### src/hdl/lld_pkg.sv
`timescale 1ns / 1ps

package lld_pkg;

    localparam int COORD_W  = 32;
    localparam int DIFF_W   = COORD_W + 1;
    localparam int CROSS_W  = 2 * COORD_W + 1;
    localparam int LIMB_W   = 26;
    localparam int LIMBS    = 4;
    localparam int MUL_W    = LIMB_W * LIMBS;
    localparam int PP_W     = 2 * LIMB_W;
    localparam int PROD_W   = 2 * MUL_W;
    localparam int DEN_W    = 136;
    localparam int QUO_W    = 64;
    localparam int ROOT_W   = QUO_W / 2;
    localparam int GAP_W    = 32;
    localparam int MUL_LAT  = 7;
    localparam int DOT_LAT  = MUL_LAT + 2;

    typedef struct packed {
        logic signed [COORD_W-1:0] first_point_x;
        logic signed [COORD_W-1:0] first_point_y;
        logic signed [COORD_W-1:0] first_point_z;
        logic signed [COORD_W-1:0] first_dir_x;
        logic signed [COORD_W-1:0] first_dir_y;
        logic signed [COORD_W-1:0] first_dir_z;
        logic signed [COORD_W-1:0] second_point_x;
        logic signed [COORD_W-1:0] second_point_y;
        logic signed [COORD_W-1:0] second_point_z;
        logic signed [COORD_W-1:0] second_dir_x;
        logic signed [COORD_W-1:0] second_dir_y;
        logic signed [COORD_W-1:0] second_dir_z;
    } t_item;

    typedef struct packed {
        logic [GAP_W-1:0] line_gap;
        logic             lines_parallel;
    } t_result;

    typedef struct packed {
        logic valid;
        logic par;
    } t_side;

    typedef logic signed [MUL_W-1:0]  t_mop;
    typedef logic signed [PROD_W-1:0] t_prod;

endpackage

### src/hdl/lld_sqrt.sv
`timescale 1ns / 1ps

// Digit-by-digit square root, one root bit per stage.
module lld_sqrt (
    input  logic                       i_clk,
    input  logic                       i_rst_n,
    input  lld_pkg::t_side             i_side,
    input  logic [lld_pkg::QUO_W-1:0]  i_val,
    input  logic                       i_sat,
    output lld_pkg::t_side             o_side,
    output logic [lld_pkg::ROOT_W-1:0] o_root,
    output logic                       o_sat
);
    localparam int QW = lld_pkg::QUO_W;
    localparam int RW = lld_pkg::ROOT_W;
    localparam int TW = QW + 1;

    logic [QW-1:0]  r_rem  [RW];
    logic [RW-1:0]  r_root [RW];
    logic           r_sat  [RW];
    lld_pkg::t_side r_side [RW];

    for (genvar k = 0; k < RW; k++) begin : g_step
        localparam int BIT = RW - 1 - k;
        logic [QW-1:0]  w_rem;
        logic [RW-1:0]  w_root;
        logic           w_sat;
        lld_pkg::t_side w_side;
        logic [TW-1:0]  w_trial;
        logic           w_ge;
        logic [RW-1:0]  n_root;

        if (k == 0) begin : g_first
            assign w_rem  = i_val;
            assign w_root = '0;
            assign w_sat  = i_sat;
            assign w_side = i_side;
        end else begin : g_next
            assign w_rem  = r_rem[k-1];
            assign w_root = r_root[k-1];
            assign w_sat  = r_sat[k-1];
            assign w_side = r_side[k-1];
        end

        // Root bits so far all sit above this bit, so the two terms never overlap.
        always_comb begin
            w_trial     = (TW'(w_root) << (BIT + 1)) | (TW'(1) << (2 * BIT));
            w_ge        = TW'(w_rem) >= w_trial;
            n_root      = w_root;
            n_root[BIT] = w_ge;
        end

        always_ff @(posedge i_clk) begin
            if (!i_rst_n) begin
                r_side[k] <= '0;
            end else begin
                r_side[k] <= w_side;
            end
            r_rem[k]  <= w_ge ? (w_rem - w_trial[QW-1:0]) : w_rem;
            r_root[k] <= n_root;
            r_sat[k]  <= w_sat;
        end
    end

    assign o_side = r_side[RW-1];
    assign o_root = r_root[RW-1];
    assign o_sat  = r_sat[RW-1];

endmodule

### config.mk
export PLATFORM = sky130hd
export DESIGN_NAME = lld_sqrt
export DESIGN_NICKNAME = d
export VERILOG_FILES = /design/src/hdl/lld_pkg.sv /design/src/hdl/lld_sqrt.sv
export SDC_FILE = /design/constraint.sdc
export NUM_CORES = 2
export LEC_CHECK = 0
export BUFFER_PORTS_ARGS = -buffer_cell sky130_fd_sc_hd__buf_2
export CORE_MARGIN = 8
export CORE_UTILIZATION = 59
export CTS_BUF_LIST = sky130_fd_sc_hd__clkbuf_8
export CTS_CLUSTER_SIZE = 20
export DETAILED_ROUTE_END_ITERATION = 7
export PLACE_DENSITY = 0.78
export REMOVE_ABC_BUFFERS = 1
export SLEW_MARGIN = 30
export SYNTH_ARGS = -nofsm -noshare
export SYNTH_HDL_FRONTEND = slang
export SYNTH_SLANG_ARGS = --single-unit
### constraint.sdc
create_clock -name i_clk -period 3.4 [get_ports i_clk]
set_input_delay 0.68 -clock i_clk [delete_from_list [all_inputs] [get_ports i_clk]]
set_output_delay 0.68 -clock i_clk [all_outputs]
set_load 0.05 [all_outputs]
Yosys cells after proc, flatten, opt, wreduce, memory -nomap -nowiden --
Memories as Yosys holds them, arrays and structs flattened. Index checks and enable logic that the tools add are counted.
Storage, ports and cells: bits in writable memories 3168, memory bits (read-only) 0, register bits after elaboration 0, memories 4, word-level logic and storage cells 166, bits of input ports 69, bits in latches 0, output and inout bits 35
Memory list:
- r_rem | depth 32, bits a word 64, rd ports 31, clocked after memory_dff 0, wr ports 32, line lld_sqrt.sv:18 | logic [QW-1:0] r_rem [RW];
- r_root | depth 32, bits a word 32, rd ports 32, clocked after memory_dff 0, wr ports 32, line lld_sqrt.sv:19 | logic [RW-1:0] r_root [RW];
- r_side | depth 32, bits a word 2, rd ports 32, clocked after memory_dff 0, wr ports 32, line lld_sqrt.sv:21 | lld_pkg::t_side r_side [RW];
- r_sat | depth 32, bits a word 1, rd ports 32, clocked after memory_dff 0, wr ports 32, line lld_sqrt.sv:20 | logic r_sat [RW];
Operators by class: divide/modulo/power cells 0, reduce and logical (&&, ||, !) cells 0, equal/unequal tests 0, bitwise logic cells 32, magnitude comparators 32, $mul 0, shift-type cells 0, muxes and demuxes 66, add/sub/neg operators 32
Operators by type and width (number):
- $mux W64 | 32
- $ge A64 B33 Y1 | 1
- $ge A64 B34 Y1 | 1
- $ge A64 B35 Y1 | 1
- $ge A64 B36 Y1 | 1
- $ge A64 B37 Y1 | 1
- $ge A64 B38 Y1 | 1
- $ge A64 B39 Y1 | 1
- $ge A64 B40 Y1 | 1
- $ge A64 B41 Y1 | 1
- $ge A64 B42 Y1 | 1
- $ge A64 B43 Y1 | 1
- $ge A64 B44 Y1 | 1
- $ge A64 B45 Y1 | 1
- $ge A64 B46 Y1 | 1
- $ge A64 B47 Y1 | 1
- $ge A64 B48 Y1 | 1
- $ge A64 B49 Y1 | 1
- $ge A64 B50 Y1 | 1
- $ge A64 B51 Y1 | 1
- $ge A64 B52 Y1 | 1
- $ge A64 B53 Y1 | 1
- $ge A64 B54 Y1 | 1
- $ge A64 B55 Y1 | 1
- 44 further kinds | 107

Logic depth before layout (Yosys ltp) --
An unclocked memory read counts as a cell.
depth after elaboration 3, gate-level depth with buffers 15, depth with buffers taken out 13

Worst setup path after synthesis --
No wires, ideal clock.
path kind register to register, start memory r_root[3][19] (netlist name), end memory r_rem[6][125] (netlist name), period minus slack after synthesis 3233 ps, required time 3282 ps, library setup time 118 ps, buffers on the path 1, slack 167 ps, stages on the path, launching flop included 14, arrival 3114 ps, cell sequence dfxtp_1 -> inv_1 -> ha_1 -> nor2b_1 -> o21ai_1 -> a21oi_1 -> o31ai_1 -> a2111oi_0 -> o21ai_0 -> and3_1 -> clkbuf_1 -> nor4_2 -> or4b_1 -> xnor2_1
RTL lines (line):
- from (decl) | lld_sqrt.sv:19
- to (decl) | lld_sqrt.sv:18

==> summary.txt <==
Placement
  • Worst slack, placed: -164 ps
  • HPWL after DPL: 187000 µm
  • Placed insts: 12100
  • # port buffers: 103
  • Global placer's final weighted congestion: 0.951
  • Placed cell area: 102000 µm²

Timing
  • Worst-margin pin slew: 935 ps
  • Hold slack: 230 ps
  • Final period utilization: 100%
  • Final hold vios: 0
  • Final setup viols: 1
  • Slew Limit Fails: 0
  • Fin Setup TNS: -2.44 ps
  • Clock Skews: 147 ps
  • Fmax: 0.294 GHz
  • Relative slew slack: 37.1%
  • RSZ-0062 raised after global routing: yes
  • Final worst setup slack: -2.44 ps
  • Final critical-path required period: 3400 ps

Die
  • Rows: 148
  • Die width: 421 µm
  • Core Region: 163000 µm²
  • Initial Util: 59.4%
  • DIE HEIGHT: 421 µm
  • Die area: 177000 µm²
  • Ports: 104

Global routing
  • Initial antenna violation count: 19
  • Global route overflow: 0
  • Gr usage total: 27.4%
  • Vias in the first global route: 71600
  • First-pass GRT wire length: 390000 µm
  • Largest net degree at the start of global routing: 65

Run status
  • Outcome: complete, but fails checks
  • Failing checks: setup timing

Yosys
  • Number of synthesized flops with an enable pin: 0
  • Dominant cell type by area after synthesis: dfxtp_1
  • Top_reg_cell synth: dfxtp_1
  • Cells after synthesis: 9581
  • Post-synthesis sequential area ratio: 54.0%
  • Top cell type's share of synthesized area: 54.0%
  • Ys Warns: 0
  • Synth cell types: 97
  • Synth cell count leaders: dfxtp_1 (2608), inv_1 (676), nand2_1 (620)
  • Synth Area per Inst: 10.1 µm²
  • Most frequent cell after synthesis: dfxtp_1
  • Top cells by area, synth: dfxtp_1 (54%), ha_1 (7.2%), xnor2_1 (4.1%)
  • FF+latch count, synth: 2608
  • Post-synthesis cell area: 96600 µm²
  • Asr flop ratio synth: 0%

Route
  • Routed vias: 72100
  • Initial DRC Count: 5929
  • DR WL/cell: 19.6 µm
  • Detail Route Antenna Nets: 0
  • 1st-pass router iterations: 8
  • Drt drc: 0
  • Average via count per standard cell: 5.62
  • Routed WL: 252000 µm

Min path
  • Hold worst-path end: r_rem[6][73]$_DFF_P_
  • HP Class: reg -> reg
  • WHS Path Cells: 0
  • Hold path start: r_rem[6][9]$_DFF_P_

Worst setup path
  • Startpoint Class: flop
  • Worst r2r src: r_root[6][69]$_DFF_P_
  • Critical path fanouts, max: 5
  • Worst-case reg-to-reg path depth: 12
  • Reg2reg end: r_rem[13][125]$_DFF_P_
  • Worst R2R Setup Slack: -2 ps
  • Worst setup path category: reg -> reg
  • Worst Setup End Kind: flop
  • CP Data Arrival Time: 4370 ps
  • Worst Path Required: 4370 ps

Finish
  • Layout area overhead: 16.1%
  • # fillers: 11900
  • NumNets Final: 11000
  • Share of cells above drive strength 1: 13.0%
  • Cell area after layout: 112000 µm²
  • Fin util: 68.9%
  • Non-filler instance count after layout: 12800

Clock network
  • TritonCTS clock tree: built
  • CTS Buf Count: 398
  • Root buffer cell: clkbuf_8
  • Clock sink count: 2608
  • Longest Clk Path Bufs: 4
  • Reg clk slew, reported paths: 70 ps
  • H-tree depth: 5
  • Clock Latency Late Sink: 1140 ps

Flow run
  • Max Cap Violations: 0

Power
  • Max VDD drop: 0.648 mV
  • Leak Pwr: 52.0 nW
  • Power, Total: 93.6 mW
  • Pwr per Cell Area: 834 nW/µm²
[layout by cell type, fill, tap and decap left out, types with 60 or more instances in the layout]
master and instances:
ha_1 540, nor2_1 587, buf_2 103, clkinv_2 60, and2_1 95, xnor2_1 454
clkbuf_8 517, nor4_1 299, nor3_1 228, a21oi_1 573, nand2b_1 134, nor2b_1 76
o21a_1 88, o21ai_0 436, a21o_1 227, nand2_1 620, nand3_1 140, buf_4 371
dlygate4sd3_1 68, mux2_2 78, or3_1 100, inv_1 748, dfxtp_1 2608, nand4_1 148
xor2_1 431
[flip-flops by register name (all words and copies together) (netlist names)]
name    flops
r_rem    1984
r_root    528
r_sat      32
r_side     64
[where the power goes]
| part | internal [mW] | total (mW) | leakage, nW | switching (mW) |
|---|---|---|---|---|
| combinational | 10.7 | 23.5 | 25.5 | 12.8 |
| clock | 14.9 | 26.8 | 4.61 | 11.9 |
| sequential | 37.3 | 43.3 | 21.8 | 6.06 |
[what timing repair did]
action                     CTS  global route
hold endpoints to repair    68             0
setup buffers                0            13
hold buffers                68             0
setup endpoints to repair   62           269
pin swaps                    3            27
gates cloned                 0             0
gates resized for setup     32           143
[layer usage]
layer	vias to the layer above	global-route usage, %	wire length, µm
met1	34200	35.0	106000
met3	534	5.19	16800
met5	-	0	0
li1	34800	-	-
met4	0	9.59	8240
met2	2487	46.6	121000
[how the worst max path moves through the flow]
stage | startpoint | endpoint | slack, ps | cells after the start
6_report | r_root[6][69]$_DFF_P_ | r_rem[13][125]$_DFF_P_ | -2 | 12
3_5_place_dp | r_root[6][27]$_DFF_P_ | r_rem[12][116]$_DFF_P_ | -160 | 12
4_1_cts | r_root[3][19]$_DFF_P_ | r_rem[6][125]$_DFF_P_ | 4 | 12
5_1_grt | r_root[6][69]$_DFF_P_ | r_rem[13][125]$_DFF_P_ | -140 | 12
2_1_floorplan | r_root[6][88]$_DFF_P_ | r_rem[13][100]$_DFF_P_ | -2880 | 10
3_3_place_gp | r_root[6][27]$_DFF_P_ | r_rem[12][115]$_DFF_P_ | -130 | 12
[cell type report]
type | count | area, µm² | share of cell area [%]
clock buffers | 516 | 7100 | 6.33
clock inverters | 167 | 1240 | 1.11
diodes | 10 | 25.0 | 0.0223
repair buffers | 557 | 4230 | 3.77
multi-input cells | 6115 | 42100 | 37.5
flip-flops and latches | 2608 | 52200 | 46.5
well taps | 2175 | 2720 | 2.43
inverters | 681 | 2560 | 2.28
[worst max-delay path: stages, from the launching register on]
cell,delay [ps]
dfxtp_1,340
inv_1,50
ha_1,280
o21a_1,120
o21a_1,200
o2111ai_1,330
a211oi_2,170
o31ai_1,520
o211ai_1,220
or3_1,400
or2_2,360
nor4_2,210
xor2_1,180
[kinds of logic (layout without fill, tap and decap cells)]
| group | after synthesis | after routing | share of synthesized area (%) |
|---|---|---|---|
| adder cells (fa/ha/maj) | 558 | 558 | 7.22 |
| XOR/XNOR | 888 | 888 | 8.05 |
| multiplexers | 88 | 88 | 1.02 |
| other | 0 | 10 | 0 |
| AO/OA/AOI/OAI | 1769 | 1769 | 11.2 |
| AND/OR/NAND/NOR | 2812 | 2812 | 15.1 |
| flip-flops | 2608 | 2608 | 54.0 |
| buffers and inverters | 858 | 1921 | 3.37 |
Note: power is estimated with default switching activity, not from simulation.
